File: config.mk
export PLATFORM = sky130hd
export DESIGN_NAME = llb_unit
export DESIGN_NICKNAME = d
export VERILOG_FILES = /design/src/sv/landmark_lower_bound_engine_defines.svh /design/src/sv/llb_pkg.sv /design/src/sv/llb_unit.sv
export SDC_FILE = /design/constraint.sdc
export NUM_CORES = 1
export LEC_CHECK = 0
export BUFFER_PORTS_ARGS = -buffer_cell sky130_fd_sc_hd__buf_2
export CAP_MARGIN = 20
export CORE_UTILIZATION = 50
export DETAILED_ROUTE_END_ITERATION = 10
export GPL_ROUTABILITY_DRIVEN = 0
export PLACE_DENSITY_LB_ADDON = 0.25
export SLEW_MARGIN = 5
export SYNTH_ARGS = -nofsm -noshare
export SYNTH_HDL_FRONTEND = slang
export SYNTH_SLANG_ARGS = --single-unit
File: constraint.sdc
create_clock -name vclk -period 19.2
set_input_delay 3.84 -clock vclk [all_inputs]
set_output_delay 3.84 -clock vclk [all_outputs]
set_load 0.1 [all_outputs]
File: src/sv/landmark_lower_bound_engine_defines.svh
// Assertion macros shared by the landmark lower bound engine RTL.
// No dependencies; included by files that carry concurrent assertions.
`ifndef LANDMARK_LOWER_BOUND_ENGINE_DEFINES_SVH
`define LANDMARK_LOWER_BOUND_ENGINE_DEFINES_SVH

// Same-cycle implication, disabled during reset.
`define LLB_ASSERT_IMP(label, clk, rst_n, ante, cons, msg) \
    label: assert property (@(posedge clk) disable iff (!rst_n) (ante) |-> (cons)) \
        else $error(msg);

// Next-cycle implication, disabled during reset.
`define LLB_ASSERT_NXT(label, clk, rst_n, ante, cons, msg) \
    label: assert property (@(posedge clk) disable iff (!rst_n) (ante) |=> (cons)) \
        else $error(msg);

`endif

File: src/sv/llb_pkg.sv
// Types and codes of the landmark lower bound engine.
// No dependencies; imported by the engine modules.
package llb_pkg;

    localparam logic [1:0] OP_WR_FWD   = 2'd0;
    localparam logic [1:0] OP_WR_REV   = 2'd1;
    localparam logic [1:0] OP_BOUND    = 2'd2;
    localparam logic [1:0] OP_FARTHEST = 2'd3;

    localparam logic RK_BOUND = 1'b0;
    localparam logic RK_FAR   = 1'b1;

    localparam logic CFG_LANDMARK_COUNT = 1'b0;
    localparam logic CFG_NODE_COUNT     = 1'b1;

    localparam logic UNIT_MAX_DIFF = 1'b0;
    localparam logic UNIT_MIN      = 1'b1;

    localparam int LMC_W  = 5;
    localparam int NDC_W  = 11;
    localparam int CFG_W  = 11;
    localparam int NODE_W = 10;
    localparam int VAL_W  = 32;

    typedef struct packed {
        logic [1:0]        opcode;
        logic [3:0]        landmark_index;
        logic [NODE_W-1:0] node_a;
        logic [NODE_W-1:0] node_b;
        logic [VAL_W-1:0]  distance;
    } t_in_item;

    typedef struct packed {
        logic              result_kind;
        logic [VAL_W-1:0]  bound;
        logic [NODE_W-1:0] farthest_node;
        logic [VAL_W-1:0]  coverage_score;
    } t_out_item;

    typedef struct packed {
        logic mode;
        logic first;
    } t_unit_ctl;

endpackage

File: src/sv/llb_unit.sv
// Shared compare/subtract unit: max positive difference or running minimum.
// Depends on llb_pkg.
module llb_unit import llb_pkg::*; #(
    parameter int DW = 32
) (
    input  t_unit_ctl       i_ctl,
    input  logic [DW-1:0]   i_fwd_a,
    input  logic [DW-1:0]   i_fwd_b,
    input  logic [DW-1:0]   i_rev_a,
    input  logic [DW-1:0]   i_rev_b,
    input  logic [DW-1:0]   i_acc,
    output logic [DW-1:0]   o_acc
);

    logic [DW:0]   f_diff;
    logic [DW:0]   rev_diff;
    logic [DW-1:0] f_pos;
    logic [DW-1:0] rev_pos;
    logic [DW-1:0] cand;
    logic [DW-1:0] low;
    logic [DW-1:0] seed;

    always_comb begin
        // forward(v) - forward(u), reverse(u) - reverse(v); port a is u, b is v
        f_diff   = {1'b0, i_fwd_b} - {1'b0, i_fwd_a};
        rev_diff = {1'b0, i_rev_a} - {1'b0, i_rev_b};
        f_pos    = f_diff[DW] ? '0 : f_diff[DW-1:0];
        rev_pos  = rev_diff[DW] ? '0 : rev_diff[DW-1:0];
        cand     = (f_pos > rev_pos) ? f_pos : rev_pos;
        low      = (i_fwd_a < i_rev_a) ? i_fwd_a : i_rev_a;
        seed     = i_ctl.first ? '1 : i_acc;
        if (i_ctl.mode == UNIT_MIN) begin
            o_acc = (low < seed) ? low : seed;
        end else begin
            o_acc = (cand > i_acc) ? cand : i_acc;
        end
    end

endmodule

; Word-level counts from Yosys, hierarchy flattened
; Index checks and enable logic that the tools add are counted.
[totals]
ff_bits = 0
input_bits = 162
out_inout_bits = 32
[op_classes]
add_sub_neg = 2
magnitude_cmp = 4
n_mux = 8
[ops]
columns = operator, n
row1 = two-way mux 32 bit, 8
row2 = subtractor 32 x 32 -> 33 bit, 2
row3 = > comparator 32 bit, 2
row4 = less-than comparator 32 bit, 2

; Logic depth before layout (Yosys ltp)
[logic_depth]
ltp_word = 7
depth_mapped = 36
mapped_depth_nobuf = 32

; Worst setup path before layout
; OpenSTA, ideal clock, no wires.
[synth_path]
kind = input to output
start = input i_rev_a[0]
end = output o_acc[31]
arrival_ns = 12.485
required_time_ns = 15.360
setup_slack_ns = 2.875
cell_stages = 34
path_cell_list = inv_1 > ha_1 > inv_1 > fa_1 > a211o_1 > a21o_1 > nand4_1 > a211oi_1 > o2111ai_1 > nand2_1 > clkbuf_1 > clkbuf_1 > nand2_1 > ha_1 > a211oi_1 > nor2_1 > a2111oi_0 > o311ai_0 > o21ai_0 > clkbuf_1 > clkbuf_1 > a2bb2oi_1 > inv_1 > ha_1 > a21o_1 > a21o_1 > a2111oi_0 > o2111ai_1 > and2_1 > nand2b_1 > clkbuf_1 > clkbuf_1 > a21oi_1 > a211oi_1
[synth_via]
elab_chain_cells = 7
[synth_rtl]
columns = item, line_no
row1 = start: declaration, llb_unit.sv:9  ; input logic [DW-1:0] i_rev_a,
row2 = subtractor 32 x 32 -> 33 bit, llb_unit.sv:26  ; rev_diff = {1'b0, i_rev_a} - {1'b0, i_rev_b};
row3 = two-way mux 32 bit, llb_unit.sv:28  ; rev_pos = rev_diff[DW] ? '0 : rev_diff[DW-1:0];
row4 = > comparator 32 bit, llb_unit.sv:29  ; cand = (f_pos > rev_pos) ? f_pos : rev_pos;
row5 = two-way mux 32 bit, llb_unit.sv:29
row6 = > comparator 32 bit, llb_unit.sv:35  ; o_acc = (cand > i_acc) ? cand : i_acc;
row7 = two-way mux 32 bit, llb_unit.sv:35
row8 = two-way mux 32 bit (*), llb_unit.sv:32  ; if (i_ctl.mode == UNIT_MIN) begin
row9 = end: declaration, llb_unit.sv:12  ; output logic [DW-1:0] o_acc
; Every way passes the cells marked *; elsewhere a longest branch is shown, timed or not.

; Worst setup path in the final report
; Same ends and word-level chain as after synthesis.

==> out/metrics.yaml <==
grt_pass1_wl_microns: 47100
utilization_pct: 57.4
ys.warnings.count: 0
hold_violations: 0
muxShareOfSynthArea_pct: 1.73
grtUsageTotal_pct: 32.3
cp-start-kind: "input pin"
synth-simple-area-share_pct: 22.2
fin_tns_setup_ns: 0
critPathKind: "in -> out"
nClkBuffers: 0
syn_to_final_growth_pct: 12.1
power_leakage_nw: 5.35
cp_slowest_cell: "nor2_1"
ant_nets: 0
finalWirelength_microns: 30400
nets: 1836
dpl.hpwl_microns: 26100
num_io_pins: 194
drc_errors: 0
fp.dieArea_sq_um: 18200
drive_gt1_share_pct: 15.3
synthCells: 1336
worstMarginPinSlew_ns: 1.03
nFillCells: 1695
seq_cells: 0
portBuffers: 194
grt_remaining_overflow: 0
first_pass_iters: 6
setup_viol: 0
cts_hold_buffers: 0
worstPathArrival_ns: 12.76
vdd_drop_max_uv: 49.7
synth_top_family_by_area: "compound AO/OA/AOI/OAI gates"
slew_headroom_pct: 31.4
yosysSeqAreaShare_pct: 0
min_period_ns: 16.60
dr_total_vias: 10470
cts_resized: 0
synth_cell_type_count: 73
required_ns: 15.36
initial_core_util_pct: 51.1
die_h_microns: 135
syn_area_sq_um: 8850
cp-end-kind: "primary output"
regArea_sq_um: 0
cts_setup_buffers: 0
synth-compound-area-share_pct: 34.3
holdCritPathClass: "in -> out"
coreArea_sq_um: 17300
vias_per_cell: 6.14
fp.dieW_microns: 135
max_freq_mhz: 60.3
rsz0062_at_grt: "no"
critPathMaxFanout: 36
p_per_area_nw_per_um2: 57.1
synth-xor-area-share_pct: 5.05
status: "finished, final reports clean"
antenna_found_initial: 0
drv_slew: 0
wl_per_cell_microns: 17.8
fin_crit_sh_pct: 86.4
diodes: 0
synth.avg_cell_area_sq_um: 6.62
multiInputGateArea_sq_um: 8030
initialDrtViolationCount: 951
synth_fa_ha_area_share_pct: 27.3
first_global_vias: 9371
grt_max_degree: 51
syn_nets: 1690
cpPeakStageDelay_ns: 0.79
hold_slack_ns: 8.26
maxCapViolations: 0
rows: 48
==> cells in the final DEF (no fill, tap or decap), types with 8 or more instances in the layout <==
| master | Yosys | layout |
|---|---|---|
| nor3_1 | 20 | 20 |
| o311ai_0 | 10 | 10 |
| ha_1 | 190 | 190 |
| a21oi_1 | 121 | 120 |
| o21ai_0 | 112 | 111 |
| o21bai_1 | 14 | 14 |
| mux2i_1 | 13 | 13 |
| o221a_2 | 8 | 8 |
| xor2_1 | 24 | 24 |
| nand2b_1 | 18 | 18 |
| a221oi_1 | 9 | 9 |
| a211oi_1 | 9 | 9 |
| a22o_1 | 11 | 11 |
| and2_1 | 20 | 20 |
| inv_1 | 155 | 155 |
| o21a_1 | 16 | 16 |
| xnor2_1 | 27 | 27 |
| nand4_1 | 27 | 27 |
| buf_2 | 4 | 194 |
| o211ai_1 | 11 | 11 |
| nor2b_1 | 11 | 11 |
| o2111ai_1 | 8 | 8 |
| nand3_1 | 33 | 33 |
| o221ai_1 | 8 | 8 |
| nor2_1 | 100 | 100 |
| nand2_1 | 129 | 129 |
| and4_1 | 11 | 11 |
| a21o_1 | 53 | 53 |
==> metal layers <==
| metal | track usage [%] | wire length [microns] |
|---|---|---|
| met1 | 46.8 | 13800 |
| met2 | 50.7 | 12800 |
| met3 | 5.67 | 3470 |
| met4 | 4.00 | 372 |
| met5 | 0 | 0 |
==> synth_stat cells (all sizes together) (16+ instances only) <==
cell type  number  area (sq um)
a21o           53           398
a21oi         121           606
and2           20           125
clkbuf         47           176
ha            190          2380
inv           155           582
nand2         129           484
nand2b         18           113
nand3          33           165
nand4          27           169
nor2          100           375
nor3           20           100
o21a           16           120
o21ai         113           566
xnor2          27           236
xor2           24           210
==> critical path, delay by kind of cell <==
kind,cells,cell delay (ns)
buffers and inverters,6,1.33
and+or+nand+nor,9,3.06
AOI/OAI and AO/OA,13,3.46
adders and majority gates,4,1.01
==> per-stage QoR <==
stage               setup slack (ns)  cells  power, W  cell area [sq um]
CTS                             2.72   1704  0.000554               9910
global route                    1.84   1705  0.000614               9920
finish                          2.60   1705  0.000567               9920
floorplan                       2.87   1336  0.000417               8850
detailed placement              2.74   1704  0.000552               9910
global placement                3.04   1704  0.000543               9910
==> path summary, 6_finish.rpt <==
path | start | endpoint | slack (ns) | cells past startpoint
worst max-delay path | i_rev_a[0] | o_acc[31] | 2.60 | 32
worst min-delay path | i_acc[22] | o_acc[22] | 8.26 | 4
==> cell families (layout without fill, tap and decap cells) <==
group	Yosys count	after routing
adders and majority gates	192	192
and+or+nand+nor	407	407
AOI/OAI and AO/OA	459	459
buffers and inverters	212	356
xor gates and xnor gates	51	51
muxes	15	15
==> power by group <==
group	leakage [nW]	switching (W)	internal, W	total (W)
Sequential	0	0	0	0
Clock	0	0	0	0
Combinational	5.35	0.000385	0.000182	0.000567
==> cell type report <==
cell class | count | area share [%]
Inverter | 155 | 5.86
Tap cell | 225 | 2.84
Multi-Input combinational cell | 1124 | 80.9
Timing Repair Buffer | 201 | 10.4
No activity file was read; power rests on OpenSTA's default activity.
